### config.mk
export PLATFORM = sky130hd
export DESIGN_NAME = payoff_saddle_point_finder_unit_flat
export DESIGN_NICKNAME = d
export VERILOG_FILES = /design/src/psp_pkg.sv /design/src/psp_if.sv /design/src/psp_cfg.sv /design/src/psp_cmp.sv /design/src/psp_seq.sv /design/src/payoff_saddle_point_finder_unit.sv /design/src/flat_wrapper.sv
export SDC_FILE = /design/constraint.sdc
export NUM_CORES = 1
export LEC_CHECK = 0
export ABC_AREA = 1
export BUFFER_PORTS_ARGS = -buffer_cell sky130_fd_sc_hd__buf_2
export CORE_MARGIN = 4
export CORE_UTILIZATION = 30
export CTS_CLUSTER_DIAMETER = 50
export DETAILED_ROUTE_END_ITERATION = 8
export SLEW_MARGIN = 25
export SYNTH_ARGS = -nofsm -noshare
export SYNTH_HDL_FRONTEND = slang
export SYNTH_SLANG_ARGS = --single-unit
### constraint.sdc
create_clock -name i_clk -period 8 [get_ports i_clk]
set_input_delay 0.8 -clock i_clk [delete_from_list [all_inputs] [get_ports i_clk]]
set_output_delay 0.8 -clock i_clk [all_outputs]
set_load 0.05 [all_outputs]
### src/psp_pkg.sv
// Shared types, constants and helpers for the payoff saddle point finder.
// No dependencies; every other file in src refers to it by scoped names.
package psp_pkg;

    localparam int MAX_ROWS = 16;
    localparam int MAX_COLS = 16;
    localparam int DATA_W   = 16;
    localparam int CNT_W    = 5;
    localparam int POS_W    = 4;
    localparam int APB_AW   = 3;
    localparam int APB_DW   = 32;

    typedef enum logic {
        REG_ROW_COUNT = 1'b0,
        REG_COL_COUNT = 1'b1
    } t_reg_idx;

    typedef struct packed {
        logic [CNT_W-1:0] rows;
        logic [CNT_W-1:0] cols;
        logic             restart;
    } t_cfg;

    typedef struct packed {
        logic lt;
        logic gt;
        logic eq;
    } t_cmp;

    function automatic logic [CNT_W-1:0] eff_count(input logic [CNT_W-1:0] v,
                                                   input logic [CNT_W-1:0] limit);
        logic [CNT_W-1:0] c;
        c = v;
        if (c == '0) c = CNT_W'(1);
        if (c > limit) c = limit;
        return c;
    endfunction

endpackage

### src/psp_if.sv
// Valid/ready channel interfaces for payoff entries and saddle point results.
// Depends on psp_pkg for field widths.
interface psp_in_if;
    logic                               valid;
    logic                               ready;
    logic signed [psp_pkg::DATA_W-1:0]  payoff;

    modport source (output valid, output payoff, input ready);
    modport sink   (input valid, input payoff, output ready);
endinterface

interface psp_out_if;
    logic                               valid;
    logic                               ready;
    logic                               has_saddle;
    logic [psp_pkg::CNT_W-1:0]          saddle_row;
    logic [psp_pkg::CNT_W-1:0]          saddle_col;
    logic signed [psp_pkg::DATA_W-1:0]  max_of_row_minima;
    logic signed [psp_pkg::DATA_W-1:0]  min_of_col_maxima;

    modport source (output valid, output has_saddle, output saddle_row, output saddle_col,
                    output max_of_row_minima, output min_of_col_maxima, input ready);
    modport sink   (input valid, input has_saddle, input saddle_row, input saddle_col,
                    input max_of_row_minima, input min_of_col_maxima, output ready);
endinterface

### src/psp_cfg.sv
// APB register file holding the row and column counts of the matrix.
// Depends on psp_pkg; emits the effective counts and a restart strobe.
module psp_cfg (
    input  logic                         i_clk,
    input  logic                         i_rst_n,
    input  logic                         psel,
    input  logic                         penable,
    input  logic                         pwrite,
    input  logic [psp_pkg::APB_AW-1:0]   paddr,
    input  logic [psp_pkg::APB_DW-1:0]   pwdata,
    output logic [psp_pkg::APB_DW-1:0]   prdata,
    output logic                         pready,
    output psp_pkg::t_cfg                o_cfg
);

    logic [psp_pkg::CNT_W-1:0] r_row_count;
    logic [psp_pkg::CNT_W-1:0] r_col_count;
    logic                      w_wr;
    psp_pkg::t_reg_idx         w_idx;

    assign pready = 1'b1;
    assign w_wr   = psel && penable && pwrite;
    assign w_idx  = psp_pkg::t_reg_idx'(paddr[2]);

    always_ff @(posedge i_clk) begin
        if (!i_rst_n) begin
            r_row_count <= psp_pkg::CNT_W'(2);
            r_col_count <= psp_pkg::CNT_W'(2);
        end else if (w_wr) begin
            case (w_idx)
                psp_pkg::REG_ROW_COUNT: r_row_count <= pwdata[psp_pkg::CNT_W-1:0];
                psp_pkg::REG_COL_COUNT: r_col_count <= pwdata[psp_pkg::CNT_W-1:0];
                default: ;
            endcase
        end
    end

    always_comb begin
        case (w_idx)
            psp_pkg::REG_ROW_COUNT:
                prdata = {{(psp_pkg::APB_DW-psp_pkg::CNT_W){1'b0}}, r_row_count};
            psp_pkg::REG_COL_COUNT:
                prdata = {{(psp_pkg::APB_DW-psp_pkg::CNT_W){1'b0}}, r_col_count};
            default:
                prdata = '0;
        endcase
    end

    assign o_cfg.rows    = psp_pkg::eff_count(r_row_count, psp_pkg::CNT_W'(psp_pkg::MAX_ROWS));
    assign o_cfg.cols    = psp_pkg::eff_count(r_col_count, psp_pkg::CNT_W'(psp_pkg::MAX_COLS));
    assign o_cfg.restart = w_wr;

endmodule

### src/psp_cmp.sv
// Shared signed compare unit used for every min, max and match step.
// Depends on psp_pkg for the data width and the result struct.
module psp_cmp (
    input  logic signed [psp_pkg::DATA_W-1:0] i_a,
    input  logic signed [psp_pkg::DATA_W-1:0] i_b,
    output psp_pkg::t_cmp                     o_res
);

    assign o_res.lt = i_a < i_b;
    assign o_res.gt = i_a > i_b;
    assign o_res.eq = i_a == i_b;

endmodule

### src/psp_seq.sv
// Sequencer with the row minimum and column maximum stores.
// Depends on psp_pkg, psp_if and the shared compare unit driven through i_cmp/o_a/o_b.
module psp_seq (
    input  logic                              i_clk,
    input  logic                              i_rst_n,
    input  psp_pkg::t_cfg                     i_cfg,
    psp_in_if.sink                            i_in,
    psp_out_if.source                         o_out,
    output logic signed [psp_pkg::DATA_W-1:0] o_a,
    output logic signed [psp_pkg::DATA_W-1:0] o_b,
    input  psp_pkg::t_cmp                     i_cmp
);

    typedef enum logic [3:0] {
        S_IDLE, S_UROW, S_UCOL,
        S_RMX_RD, S_RMX_EV, S_CMN_RD, S_CMN_EV, S_CHK,
        S_FR_RD, S_FR_EV, S_FC_RD, S_FC_EV, S_DONE
    } t_state;

    t_state r_state;

    logic signed [psp_pkg::DATA_W-1:0] r_row_mem [psp_pkg::MAX_ROWS];
    logic signed [psp_pkg::DATA_W-1:0] r_col_mem [psp_pkg::MAX_COLS];
    logic signed [psp_pkg::DATA_W-1:0] r_rd_row;
    logic signed [psp_pkg::DATA_W-1:0] r_rd_col;

    logic [psp_pkg::POS_W-1:0] r_row_pos, r_col_pos;
    logic [psp_pkg::POS_W-1:0] r_row_cur, r_col_cur;
    logic [psp_pkg::POS_W-1:0] r_idx;
    logic signed [psp_pkg::DATA_W-1:0] r_pay;
    logic signed [psp_pkg::DATA_W-1:0] r_maxmin, r_minmax;
    logic                      r_saddle;
    logic [psp_pkg::CNT_W-1:0] r_srow, r_scol;

    logic                              r_ovalid;
    logic                              r_o_has;
    logic [psp_pkg::CNT_W-1:0]         r_o_row, r_o_col;
    logic signed [psp_pkg::DATA_W-1:0] r_o_mxmn, r_o_mnmx;

    logic                      w_accept;
    logic [psp_pkg::POS_W-1:0] w_row, w_col;
    logic [psp_pkg::POS_W-1:0] w_row_addr, w_col_addr;
    logic                      w_row_rd, w_col_rd, w_row_wr, w_col_wr;
    logic                      w_row_last, w_col_last, w_idx_last_r, w_idx_last_c;
    logic [psp_pkg::CNT_W-1:0] w_idx_inc;

    assign i_in.ready = (r_state == S_IDLE);
    assign w_accept   = i_in.valid && i_in.ready;

    assign w_row = ({1'b0, r_row_pos} >= i_cfg.rows) ? '0 : r_row_pos;
    assign w_col = ({1'b0, r_col_pos} >= i_cfg.cols) ? '0 : r_col_pos;

    assign w_row_last   = ({1'b0, r_row_cur} + psp_pkg::CNT_W'(1)) >= i_cfg.rows;
    assign w_col_last   = ({1'b0, r_col_cur} + psp_pkg::CNT_W'(1)) >= i_cfg.cols;
    assign w_idx_inc    = {1'b0, r_idx} + psp_pkg::CNT_W'(1);
    assign w_idx_last_r = w_idx_inc >= i_cfg.rows;
    assign w_idx_last_c = w_idx_inc >= i_cfg.cols;

    assign w_row_addr = (r_state == S_IDLE) ? w_row : r_idx;
    assign w_col_addr = (r_state == S_IDLE) ? w_col : r_idx;
    assign w_row_rd   = w_accept || (r_state == S_RMX_RD) || (r_state == S_FR_RD);
    assign w_col_rd   = w_accept || (r_state == S_CMN_RD) || (r_state == S_FC_RD);
    assign w_row_wr   = (r_state == S_UROW) && ((r_col_cur == '0) || i_cmp.lt);
    assign w_col_wr   = (r_state == S_UCOL) && ((r_row_cur == '0) || i_cmp.gt);

    always_comb begin
        case (r_state)
            S_UROW:   begin o_a = r_pay;    o_b = r_rd_row; end
            S_UCOL:   begin o_a = r_pay;    o_b = r_rd_col; end
            S_RMX_EV: begin o_a = r_rd_row; o_b = r_maxmin; end
            S_CMN_EV: begin o_a = r_rd_col; o_b = r_minmax; end
            S_CHK:    begin o_a = r_maxmin; o_b = r_minmax; end
            S_FR_EV:  begin o_a = r_rd_row; o_b = r_minmax; end
            S_FC_EV:  begin o_a = r_rd_col; o_b = r_minmax; end
            default:  begin o_a = r_pay;    o_b = r_minmax; end
        endcase
    end

    always_ff @(posedge i_clk) begin
        if (w_row_wr) r_row_mem[r_row_cur] <= r_pay;
        if (w_row_rd) r_rd_row <= r_row_mem[w_row_addr];
    end

    always_ff @(posedge i_clk) begin
        if (w_col_wr) r_col_mem[r_col_cur] <= r_pay;
        if (w_col_rd) r_rd_col <= r_col_mem[w_col_addr];
    end

    always_ff @(posedge i_clk) begin
        if (!i_rst_n) begin
            r_state   <= S_IDLE;
            r_ovalid  <= 1'b0;
            r_row_pos <= '0;
            r_col_pos <= '0;
        end else begin
            if (r_ovalid && o_out.ready && (r_state != S_DONE)) r_ovalid <= 1'b0;
            case (r_state)
                S_IDLE: begin
                    if (i_in.valid) begin
                        r_pay     <= i_in.payoff;
                        r_row_cur <= w_row;
                        r_col_cur <= w_col;
                        r_state   <= S_UROW;
                    end
                end
                S_UROW: r_state <= S_UCOL;
                S_UCOL: begin
                    if (w_col_last) begin
                        r_col_pos <= '0;
                        if (w_row_last) begin
                            r_row_pos <= '0;
                            r_idx     <= '0;
                            r_state   <= S_RMX_RD;
                        end else begin
                            r_row_pos <= r_row_cur + psp_pkg::POS_W'(1);
                            r_state   <= S_IDLE;
                        end
                    end else begin
                        r_row_pos <= r_row_cur;
                        r_col_pos <= r_col_cur + psp_pkg::POS_W'(1);
                        r_state   <= S_IDLE;
                    end
                end
                S_RMX_RD: r_state <= S_RMX_EV;
                S_RMX_EV: begin
                    if ((r_idx == '0) || i_cmp.gt) r_maxmin <= r_rd_row;
                    if (w_idx_last_r) begin
                        r_idx   <= '0;
                        r_state <= S_CMN_RD;
                    end else begin
                        r_idx   <= w_idx_inc[psp_pkg::POS_W-1:0];
                        r_state <= S_RMX_RD;
                    end
                end
                S_CMN_RD: r_state <= S_CMN_EV;
                S_CMN_EV: begin
                    if ((r_idx == '0) || i_cmp.lt) r_minmax <= r_rd_col;
                    if (w_idx_last_c) begin
                        r_idx   <= '0;
                        r_state <= S_CHK;
                    end else begin
                        r_idx   <= w_idx_inc[psp_pkg::POS_W-1:0];
                        r_state <= S_CMN_RD;
                    end
                end
                S_CHK: begin
                    r_saddle <= i_cmp.eq;
                    r_srow   <= '0;
                    r_scol   <= '0;
                    r_idx    <= '0;
                    r_state  <= i_cmp.eq ? S_FR_RD : S_DONE;
                end
                S_FR_RD: r_state <= S_FR_EV;
                S_FR_EV: begin
                    if (i_cmp.eq) r_srow <= w_idx_inc;
                    if (i_cmp.eq || w_idx_last_r) begin
                        r_idx   <= '0;
                        r_state <= S_FC_RD;
                    end else begin
                        r_idx   <= w_idx_inc[psp_pkg::POS_W-1:0];
                        r_state <= S_FR_RD;
                    end
                end
                S_FC_RD: r_state <= S_FC_EV;
                S_FC_EV: begin
                    if (i_cmp.eq) r_scol <= w_idx_inc;
                    if (i_cmp.eq || w_idx_last_c) begin
                        r_state <= S_DONE;
                    end else begin
                        r_idx   <= w_idx_inc[psp_pkg::POS_W-1:0];
                        r_state <= S_FC_RD;
                    end
                end
                S_DONE: begin
                    if (!r_ovalid || o_out.ready) begin
                        r_ovalid <= 1'b1;
                        r_o_has  <= r_saddle;
                        r_o_row  <= r_srow;
                        r_o_col  <= r_scol;
                        r_o_mxmn <= r_maxmin;
                        r_o_mnmx <= r_minmax;
                        r_state  <= S_IDLE;
                    end
                end
                default: r_state <= S_IDLE;
            endcase
            if (i_cfg.restart) begin
                r_row_pos <= '0;
                r_col_pos <= '0;
            end
        end
    end

    assign o_out.valid             = r_ovalid;
    assign o_out.has_saddle        = r_o_has;
    assign o_out.saddle_row        = r_o_row;
    assign o_out.saddle_col        = r_o_col;
    assign o_out.max_of_row_minima = r_o_mxmn;
    assign o_out.min_of_col_maxima = r_o_mnmx;

    a_accept_updates: assert property (@(posedge i_clk) disable iff (!i_rst_n)
        w_accept |=> (r_state == S_UROW))
        else $error("accepted word did not start an update");

    a_saddle_fields: assert property (@(posedge i_clk) disable iff (!i_rst_n)
        (o_out.valid && o_out.has_saddle) |->
            (o_out.saddle_row != '0) && (o_out.saddle_col != '0) &&
            (o_out.max_of_row_minima == o_out.min_of_col_maxima))
        else $error("saddle result with inconsistent fields");

    a_no_saddle_fields: assert property (@(posedge i_clk) disable iff (!i_rst_n)
        (o_out.valid && !o_out.has_saddle) |->
            (o_out.saddle_row == '0) && (o_out.saddle_col == '0) &&
            (o_out.max_of_row_minima != o_out.min_of_col_maxima))
        else $error("non-saddle result with inconsistent fields");

    a_pos_in_range: assert property (@(posedge i_clk) disable iff (!i_rst_n)
        (r_state == S_IDLE) |->
            ({1'b0, r_row_pos} < i_cfg.rows) && ({1'b0, r_col_pos} < i_cfg.cols))
        else $error("matrix position beyond configured size");

endmodule

### src/payoff_saddle_point_finder_unit.sv
// Payoff saddle point finder: takes a zero-sum game payoff matrix, one signed
// 16-bit entry per word in row-wise order, and returns one result word per matrix.
// Configuration: APB registers row_count at 0x0 and col_count at 0x4 (1..16;
// 0 acts as 1, larger values saturate to 16). Any write restarts the matrix.
// Input channel i_in: ready only while the sequencer is idle; each entry passes
// through accept, row minimum update and column maximum update, using the
// shared compare unit and the single-port row and column stores.
// After the last entry the sequencer scans the row store for maxmin, then the
// column store for minmax, and checks the two for equality. If they match, it
// scans again to locate the first saddle row and column, then loads the result.
// Output channel o_out: the result sits in an output register until taken; the
// next matrix is accepted meanwhile, and a finished matrix waits in its final
// step until the register is free.
// Reset: counts return to 2 x 2, the matrix position returns to the first entry,
// no result is pending; the stores are not cleared (each entry is written first).
// Depends on psp_pkg, psp_if, psp_cfg, psp_cmp and psp_seq.
module payoff_saddle_point_finder_unit (
    input  logic                         i_clk,
    input  logic                         i_rst_n,
    psp_in_if.sink                       i_in,
    psp_out_if.source                    o_out,
    input  logic                         psel,
    input  logic                         penable,
    input  logic                         pwrite,
    input  logic [psp_pkg::APB_AW-1:0]   paddr,
    input  logic [psp_pkg::APB_DW-1:0]   pwdata,
    output logic [psp_pkg::APB_DW-1:0]   prdata,
    output logic                         pready
);

    psp_pkg::t_cfg                     w_cfg;
    psp_pkg::t_cmp                     w_cmp;
    logic signed [psp_pkg::DATA_W-1:0] w_a;
    logic signed [psp_pkg::DATA_W-1:0] w_b;

    psp_cfg u_cfg (
        .i_clk   (i_clk),
        .i_rst_n (i_rst_n),
        .psel    (psel),
        .penable (penable),
        .pwrite  (pwrite),
        .paddr   (paddr),
        .pwdata  (pwdata),
        .prdata  (prdata),
        .pready  (pready),
        .o_cfg   (w_cfg)
    );

    psp_cmp u_cmp (
        .i_a   (w_a),
        .i_b   (w_b),
        .o_res (w_cmp)
    );

    psp_seq u_seq (
        .i_clk   (i_clk),
        .i_rst_n (i_rst_n),
        .i_cfg   (w_cfg),
        .i_in    (i_in),
        .o_out   (o_out),
        .o_a     (w_a),
        .o_b     (w_b),
        .i_cmp   (w_cmp)
    );

endmodule
### src/flat_wrapper.sv
// flat-port wrapper written by rule: the top's interface ports become plain ports
module payoff_saddle_point_finder_unit_flat 
  (i_clk, i_rst_n, psel, penable, pwrite, paddr, pwdata, prdata, pready, i_in_valid, i_in_payoff, i_in_ready, o_out_valid, o_out_has_saddle, o_out_saddle_row, o_out_saddle_col, o_out_max_of_row_minima, o_out_min_of_col_maxima, o_out_ready);
  psp_in_if i_in_i ();
  psp_out_if o_out_i ();
  input  logic i_clk;
  input  logic i_rst_n;
  input  logic psel;
  input  logic penable;
  input  logic pwrite;
  input  logic [psp_pkg::APB_AW-1:0] paddr;
  input  logic [psp_pkg::APB_DW-1:0] pwdata;
  output logic [psp_pkg::APB_DW-1:0] prdata;
  output logic pready;
  input wire logic [$bits(i_in_i.valid)-1:0] i_in_valid;
  input wire logic [$bits(i_in_i.payoff)-1:0] i_in_payoff;
  output wire logic [$bits(i_in_i.ready)-1:0] i_in_ready;
  output wire logic [$bits(o_out_i.valid)-1:0] o_out_valid;
  output wire logic [$bits(o_out_i.has_saddle)-1:0] o_out_has_saddle;
  output wire logic [$bits(o_out_i.saddle_row)-1:0] o_out_saddle_row;
  output wire logic [$bits(o_out_i.saddle_col)-1:0] o_out_saddle_col;
  output wire logic [$bits(o_out_i.max_of_row_minima)-1:0] o_out_max_of_row_minima;
  output wire logic [$bits(o_out_i.min_of_col_maxima)-1:0] o_out_min_of_col_maxima;
  input wire logic [$bits(o_out_i.ready)-1:0] o_out_ready;
  assign i_in_i.valid = i_in_valid;
  assign i_in_i.payoff = i_in_payoff;
  assign i_in_ready = i_in_i.ready;
  assign o_out_valid = o_out_i.valid;
  assign o_out_has_saddle = o_out_i.has_saddle;
  assign o_out_saddle_row = o_out_i.saddle_row;
  assign o_out_saddle_col = o_out_i.saddle_col;
  assign o_out_max_of_row_minima = o_out_i.max_of_row_minima;
  assign o_out_min_of_col_maxima = o_out_i.min_of_col_maxima;
  assign o_out_i.ready = o_out_ready;
  payoff_saddle_point_finder_unit u_core (.i_clk(i_clk), .i_rst_n(i_rst_n), .i_in(i_in_i), .o_out(o_out_i), .psel(psel), .penable(penable), .pwrite(pwrite), .paddr(paddr), .pwdata(pwdata), .prdata(prdata), .pready(pready));
endmodule
==> impl_metrics.sql, run 1 <==
INSERT INTO impl_metrics (metric_group, metric, value, unit) VALUES
('logic_synthesis', 'compound_gate_portion_of_the_synthesized_area', '0.02953', ''),
('final_layout', 'final_core_utilization', '0.3464', ''),
('timing', 'report.final.hold_viol_count', '0', ''),
('final_layout', 'layout-drive-gt1-share', '0.09964', ''),
('final_layout', 'flow.area_growth_from_synthesis', '14.69', '%'),
('pwr', 'pwr_density_cell', '288.9', 'nW/um^2'),
('global_routing', 'antenna_found_initial', '7', ''),
('hold_path', 'holdPathEnd', 'u_core.u_seq.r_pay[9]', ''),
('routing', 'drtIter0Drc', '1943', ''),
('flow_run', 'timing.max_cap.violations', '0', ''),
('timing', 'timing.final.max_slew_violations', '0', ''),
('clock_network', 'clk_transition_reported_paths', '60', 'ps'),
('timing', 'rsz0062_at_grt', 'false', ''),
('global_routing', 'globalRouteTotalUtil', '0.1477', ''),
('die', 'chipHeight', '327.8', 'um'),
('logic_synthesis', 'synth-adder-area-share', '0.02202', ''),
('placed_design', 'gp_congestion', '0.8799', ''),
('clock_network', 'cts_sinks', '681', ''),
('die', 'total_die_area', '107500', 'sq um'),
('global_routing', 'grt_use_met3', '0.03735', ''),
('global_routing', 'grtUsageMet1', '0.2079', ''),
('die', 'fp.coreArea', '101600', 'sq um'),
('critical_path', 'crit_path_max_incr_delay', '770', 'ps'),
('logic_synthesis', 'combinational_family_with_the_most_area_after_synthesis', 'simple AND/OR/NAND/NOR gates', ''),
('clock_network', 'post_cts_resize_count', '0', ''),
('critical_path', 'critical_path_peak_fanout', '23', ''),
('clock_network', 'tritoncts', 'yes', ''),
('routing', 'drt-vias-per-instance', '4.736', ''),
('logic_synthesis', 'syn_area', '30680', 'sq um'),
('hold_path', 'whs_path_depth', '1', ''),
('critical_path', 'slowest_stage_cell_crit_path', 'nor2_1', ''),
('critical_path', 'timing.reg2reg.worst_path_depth', '22', ''),
('clock_network', 'clockRootBuffer', 'clkbuf_16', ''),
('logic_synthesis', 'register_bit_total_from_synthesis', '681', ''),
('global_routing', 'grt_pass1_vias', '19440', ''),
('logic_synthesis', 'synth-edff-count', '658', ''),
('logic_synthesis', 'synth-main-ff-cell', 'edfxtp_1', ''),
('critical_path', 'worstPathCellList', 'inv_1 > nor2_1 > inv_1 > nor2_1 > inv_1 > nand2_1 > nor2_2 > inv_1 > o21ai_0 > ha_1 > nand2_1 > inv_1 > o21ai_0 > nand2_1 > nor2_1 > nand3_1 > nand3_1 > nand2_1 > inv_1 > nand2_1 > nor2_1 > buf_4', ''),
('logic_synthesis', 'synth_warnings', '0', ''),
('critical_path', 'rr_startpoint', 'u_core.u_seq.r_state[1]', ''),
('pwr', 'p_leak', '14.10', 'nW'),
('clock_network', 'clock_tree.htree_level_count', '3', ''),
('status', 'outcome', 'finished clean', ''),
('logic_synthesis', 'avgSynthCellArea', '10.70', 'sq um'),
('placed_design', 'place.detailed.hpwl', '48.89', 'mm'),
('timing', 'finalSetupViolCount', '0', ''),
('global_routing', 'grt_first_pass_wirelength', '121.7', 'mm'),
('critical_path', 'arrival', '5940', 'ps'),
('logic_synthesis', 'yosys-mux-area-fraction', '0.001631', ''),
('logic_synthesis', 'synth_xor_area_frac', '0.001713', ''),
('critical_path', 'critical_path_class', 'reg -> reg', ''),
('critical_path', 'critical_path.reg2reg.endpoint', 'u_core.u_seq.r_row_mem[9][15]', ''),
('logic_synthesis', 'yosys.cell_types.count', '44', ''),
('critical_path', 'crit_path_end_kind', 'flip-flop', ''),
('final_layout', 'largestRegisters', 'u_core.u_seq.r_col_mem x256, u_core.u_seq.r_row_mem x256', ''),
('clock_network', 'numCtsBuffers', '83', ''),
('timing', 'clock_skew', '24.83', 'ps'),
('global_routing', 'groute.layer.met2.usage', '0.2227', ''),
('die', 'top_level_ports', '136', ''),
('global_routing', 'grt-busiest-layer', 'met2', ''),
('final_layout', 'fin_nets', '3066', ''),
('pwr', 'worst_vdd_ir', '0.0002254', 'V'),
('logic_synthesis', 'post_synth_and_or_nand_nor_area_fraction', '0.2032', ''),
('hold_path', 'min-delay-path-class', 'in -> reg', ''),
('timing', 'final_min_period_over_clock_period', '0.6999', ''),
('logic_synthesis', 'yosysSeqAreaShare', '0.6590', ''),
('clock_network', 'hold_buffers', '0', ''),
('global_routing', 'gr_ovfl_total', '0', ''),
('clock_network', 'clock_path_buffers', '3', ''),
('critical_path', 'critPathRequiredTime', '8340', 'ps'),
('global_routing', 'maximum_number_of_pins_on_one_net_before_global_route_repair', '95', '');
## worst max-delay path by stage
| stage | endpoint | slack [ps] | from | cells after the start |
|---|---|---|---|---|
| finish | u_core.u_seq.r_row_mem[9][15] | 2400 | u_core.u_seq.r_state[1] | 22 |
| global route | u_core.u_seq.r_row_mem[9][14] | 1910 | u_core.u_seq.r_state[1] | 23 |
| CTS | u_core.u_seq.r_row_mem[9][15] | 2520 | u_core.u_seq.r_state[3] | 22 |
| detailed placement | u_core.u_seq.r_row_mem[9][15] | 2530 | u_core.u_seq.r_state[3] | 22 |
| global placement | u_core.u_seq.r_row_mem[9][0] | 2220 | u_core.u_seq.r_state[3] | 22 |
| floorplan | u_core.u_seq.o_out.has_saddle | 2100 | i_rst_n | 3 |
## metrics by stage
step | power, mW | instance area, sq um | cells | setup WS, ps | hold WS [ps]
global route | 10.63 | 35180 | 4389 | 1912 | 302.0
detailed placement | 6.631 | 32540 | 4237 | 2527 | 405.4
global placement | 6.614 | 32540 | 4237 | 2221 | 405.2
finish | 10.17 | 35190 | 4391 | 2401 | 334.4
floorplan | 5.840 | 30780 | 2894 | 2099 | 400.3
CTS | 10.23 | 35180 | 4389 | 2519 | 297.9
## final cells by class
cell class	instances	area [sq um]
repair buffers	146	904.6
fillers	9991	66410
inverters	433	1625
multi-input cells	1609	8082
flip-flops and latches	681	20220
clock buffers	95	2132
well taps	1368	1712
diodes	2	5.005
clock inverters	57	508.0
## Yosys cell counts, types with 16 or more instances
cell type  count  area, sq um
a21oi_1       57        285.3
nand3b_1      72        540.5
inv_1        426         1599
dfxtp_1       23        460.4
edfxtp_1     658        19760
buf_2         71        355.3
nand2_1      571         2143
nor2_1        99        371.6
nand3_1      609         3048
buf_4         40        300.3
o21ai_0       32        160.2
o22ai_1       16        100.1
clkbuf_1      49        183.9
ha_1          54        675.7
## critical path, delay by kind of cell, from the launching register on
| kind | cells | cell delay (ps) |
|---|---|---|
| simple gates | 12 | 2740 |
| buf+inv | 7 | 1570 |
| flops | 1 | 380 |
| fa+ha+maj | 1 | 310 |
| compound gates | 2 | 290 |
## cell families (layout without fill, tap and decap cells)
group / Yosys count / count (layout)
flip-flops: 681 / 681
AND/OR/NAND/NOR: 1370 / 1370
buffers and inverters: 604 / 731
other: 2 / 30
multiplexers: 5 / 5
adder cells (fa/ha/maj): 54 / 54
AO/OA/AOI/OAI: 146 / 146
XOR/XNOR: 6 / 6
## routing by layer
metal / share of wire / vias to the layer above
met5: 0.00049 / -
met4: 0.033 / 6
met3: 0.094 / 152
met2: 0.44 / 831
met1: 0.44 / 9902
li1: - / 9904
## cell usage in the layout (no fill, tap or decap), drive strengths merged, types with 2 or more instances in the layout
cell,count
a211oi,4
a21o,2
a21oi,59
a221oi,9
a41oi,6
buf,146
bufinv,3
clkbuf,95
clkinv,37
clkinvlp,7
conb,28
dfxtp,23
diode,2
edfxtp,658
ha,54
inv,443
mux2i,5
nand2,572
nand3,609
nand3b,72
nand4,7
nor2,103
nor4,4
o211ai,4
o21ai,40
o22ai,16
xor2,6
## report_power, final
| part | switching, mW | leakage [nW] | internal, mW |
|---|---|---|---|
| clock | 1.54 | 1.27 | 2.05 |
| sequential | 0.105 | 6.14 | 4.10 |
| combinational | 1.77 | 6.69 | 0.601 |
No activity file was read; power rests on OpenSTA's default activity.
==> run 2, diff against run 1 <==
==> constraint.sdc (replaced) <==
create_clock -name i_clk -period 4.5 [get_ports i_clk]
set_input_delay 0.45 -clock i_clk [delete_from_list [all_inputs] [get_ports i_clk]]
set_output_delay 0.45 -clock i_clk [all_outputs]
set_load 0.05 [all_outputs]
==> run 2 against run 1 <==
Power is 73% higher. Combinational power grew 83%. First-iteration DRC count up 17%. Final cell count about the same. Worst hold slack lost 280 ps. Sequential share of layout area fell by 0.094 points. Cell area rose by 0.16%. Core utilization increased by 0.057 points. Non-clock buffer count rose by 25. Sequential cell count did not move.
==> impl_metrics.sql, run 2 (synthesis gave the netlist of run 1 again) <==
INSERT INTO impl_metrics (metric_group, metric, value, unit) VALUES
('status', 'outcome', 'finished clean', ''),
('final_layout', 'most-common-layout-cells', '658 x edfxtp_1, 609 x nand3_1, 567 x nand2_1, 426 x inv_1, 98 x nor2_1', ''),
('routing', 'routed_via_count', '20970', ''),
('timing', 'tightest_slew', '1065', 'ps'),
('clock_network', 'tritoncts', 'yes', ''),
('global_routing', 'grt_first_pass_wirelength', '124.6', 'mm'),
('hold_path', 'holdPathEnd', 'u_core.u_seq.r_pay[5]', ''),
('clock_network', 'clk_transition_reported_paths', '60', 'ps'),
('final_layout', 'final_cells', '4394', ''),
('global_routing', 'antenna_found_initial', '8', ''),
('timing', 'fin_setup_tns', '0', 'ps'),
('critical_path', 'rr_startpoint', 'u_core.u_seq.r_state[0]', ''),
('critical_path', 'critical-path-top-cell-by-count', 'nand2_1', ''),
('routing', 'drt-vias-per-instance', '4.772', ''),
('routing', 'drc_errors_left', '0', ''),
('critical_path', 'regToRegSetupSlack', '400', 'ps'),
('timing', 'report.final.hold_viol_count', '0', ''),
('final_layout', 'layout-drive-gt1-share', '0.09993', ''),
('timing', 'max_freq', '243.6', 'MHz'),
('critical_path', 'critical_path_class', 'reg -> reg', ''),
('routing', 'routed_wirelength', '83.37', 'mm'),
('placed_design', 'cell_count_after_placement', '4256', ''),
('timing', 'timing.final.max_slew_violations', '0', ''),
('timing', 'finalSetupViolCount', '0', ''),
('placed_design', 'number_of_port_buffers', '78', ''),
('critical_path', 'worstPathCellList', 'nor2_2 > inv_2 > nor2_1 > nor2_1 > clkinv_1 > nor3_2 > inv_4 > nor2_1 > a21oi_1 > ha_1 > a21oi_1 > o21ai_0 > nand2_1 > nand2_1 > nand2_1 > nand2_1 > nand2_1 > nand3_1 > nand2_1 > nand2_1 > nor2_1 > buf_4', ''),
('critical_path', 'crit_path_max_incr_delay', '450', 'ps'),
('pwr', 'p_leak', '14.14', 'nW'),
('die', 'chipHeight', '327.8', 'um'),
('flow_run', 'timing.max_cap.violations', '0', ''),
('placed_design', 'place.detailed.hpwl', '52.61', 'mm'),
('global_routing', 'grt_pass1_vias', '19590', ''),
('timing', 'max_slew_margin', '0.2897', ''),
('hold_path', 'min-delay-start', 'i_in_payoff[5]', ''),
('die', 'row_count', '117', ''),
('die', 'total_die_area', '107500', 'sq um'),
('routing', 'ant_nets', '0', ''),
('global_routing', 'globalRouteTotalUtil', '0.1520', ''),
('clock_network', 'cts_sinks', '681', ''),
('hold_path', 'whs_path_depth', '1', ''),
('timing', 'clock_skew', '33.54', 'ps'),
('critical_path', 'setup.worst_path.start_class', 'flip-flop', ''),
('final_layout', 'layout.area.seq', '20220', 'sq um'),
('die', 'fp.coreArea', '101600', 'sq um'),
('routing', 'drt-pass1-iter-count', '8', ''),
('pwr', 'design_power_total', '17.64', 'mW'),
('final_layout', 'fin_nets', '3081', ''),
('critical_path', 'arrival', '4390', 'ps'),
('global_routing', 'maximum_number_of_pins_on_one_net_before_global_route_repair', '132', ''),
('timing', 'layout_min_cycle_time', '4104', 'ps'),
('critical_path', 'timing.reg2reg.worst_path_depth', '22', ''),
('pwr', 'pwr_density_cell', '500.4', 'nW/um^2'),
('clock_network', 'numCtsBuffers', '73', ''),
('clock_network', 'clk-insertion-delay-late', '630', 'ps'),
('critical_path', 'crit_path_end_kind', 'flip-flop', ''),
('final_layout', 'num-fill-cells', '10020', ''),
('critical_path', 'critPathRequiredTime', '4780', 'ps'),
('clock_network', 'clockRootBuffer', 'clkbuf_16', ''),
('critical_path', 'slowest_stage_cell_crit_path', 'dfxtp_1', ''),
('routing', 'wl_per_cell', '18.97', 'um'),
('hold_path', 'min-delay-path-class', 'in -> reg', ''),
('final_layout', 'mostFrequentLayoutCell', 'edfxtp_1', ''),
('pwr', 'worst_vdd_ir', '0.0003221', 'V'),
('clock_network', 'clock_path_buffers', '3', ''),
('die', 'chipWidth', '327.8', 'um'),
('placed_design', 'placement.setup.worst_slack', '445.2', 'ps'),
('final_layout', 'largestRegisters', 'u_core.u_seq.r_col_mem x256, u_core.u_seq.r_row_mem x256', ''),
('final_layout', 'multiInputGateArea', '8088', 'sq um'),
('critical_path', 'critical_path_peak_fanout', '28', ''),
('placed_design', 'gp_congestion', '0.9136', ''),
('global_routing', 'gr_ovfl_total', '0', ''),
('routing', 'drtIter0Drc', '2265', ''),
('timing', 'rsz0062_at_grt', 'false', ''),
('timing', 'final.setup.worst_slack', '395.5', 'ps'),
('die', 'floorplan.initialDensity', '0.3020', ''),
('critical_path', 'critical_path.reg2reg.endpoint', 'u_core.u_seq.r_col_mem[15][6]', ''),
('timing', 'final_min_period_over_clock_period', '0.9121', ''),
('clock_network', 'clock_tree.htree_level_count', '3', ''),
('timing', 'timing.hold.ws', '53.01', 'ps'),
('final_layout', 'flow.area_growth_from_synthesis', '14.88', '%'),
('die', 'top_level_ports', '136', '');
run 2: changes by cell type in the layout (fill, tap and decap cells not counted), moves of 2 or more:
cell and change:
clkbuf_16 -7, buf_12 +12, clkinv_2 +3, clkbuf_8 +2, clkinv_1 -4, inv_16 -2, clkbuf_1 -4, diode_2 +2
dlygate4sd3_1 +6, buf_4 +8, inv_6 -5, clkinvlp_4 -4, clkinv_4 -5
run 2: cell type report:
| class | instances | area share |
|---|---|---|
| Tap cell | 1368 | 0.04856 |
| Clock buffer | 86 | 0.05588 |
| Clock inverter | 42 | 0.01037 |
| Sequential cell | 681 | 0.5737 |
| Antenna cell | 4 | 0.0002840 |
| Multi-Input combinational cell | 1609 | 0.2295 |
| Timing Repair Buffer | 171 | 0.03557 |
| Inverter | 433 | 0.04619 |
run 2: what timing repair did:
item                                   in CTS  in global routing
gates resized for setup                     0                  3
buffers inserted                            0                  0
setup endpoints to repair                   0                344
hold buffers                                6                  0
endpoints found under the hold margin       6                  0
run 2: metrics by stage:
step	area, sq um	util
floorplan	30780	-
global placement	32840	0.3232
detailed placement	32840	0.3232
CTS	35230	0.3468
global route	35240	0.3469
finish	35250	0.3469
run 2: worst max-delay path by stage:
stage / start / end / cells after the start
finish: u_core.u_seq.r_state[0] / u_core.u_seq.r_col_mem[15][6] / 22
global route: u_core.u_seq.r_state[3] / u_core.u_seq.r_col_mem[14][0] / 21
CTS: u_core.u_seq.r_state[3] / u_core.u_seq.r_col_mem[6][6] / 21
detailed placement: u_core.u_seq.r_state[3] / u_core.u_seq.r_col_mem[15][10] / 21
global placement: u_core.u_seq.r_state[3] / u_core.u_seq.r_row_mem[2][3] / 21
floorplan: u_core.u_seq.r_state[0] / u_core.u_seq.r_col_mem[13][0] / 22
run 2: metal layers:
metal  GRT usage  vias to the layer above  share of wire
li1            -                     9917              -
met1      0.2154                    10130           0.44
met2      0.2433                      816           0.46
met3     0.02251                      112          0.072
met4     0.04264                        0          0.023
met5           0                        -              0
run 2: power by group:
group | internal [mW] | switching (mW) | leakage (nW) | total (mW)
sequential | 7.29 | 0.188 | 6.14 | 7.48
combinational | 1.16 | 3.18 | 6.86 | 4.34
clock | 3.33 | 2.49 | 1.15 | 5.82
total | 11.8 | 5.86 | 14.1 | 17.6
run 2: critical path, delay by kind of cell (launching register included):
kind	cells	cell delay, ps
and+or+nand+nor	14	1850
buffers and inverters	4	760
DFF	1	450
AOI/OAI and AO/OA	3	380
adders and majority gates	1	300
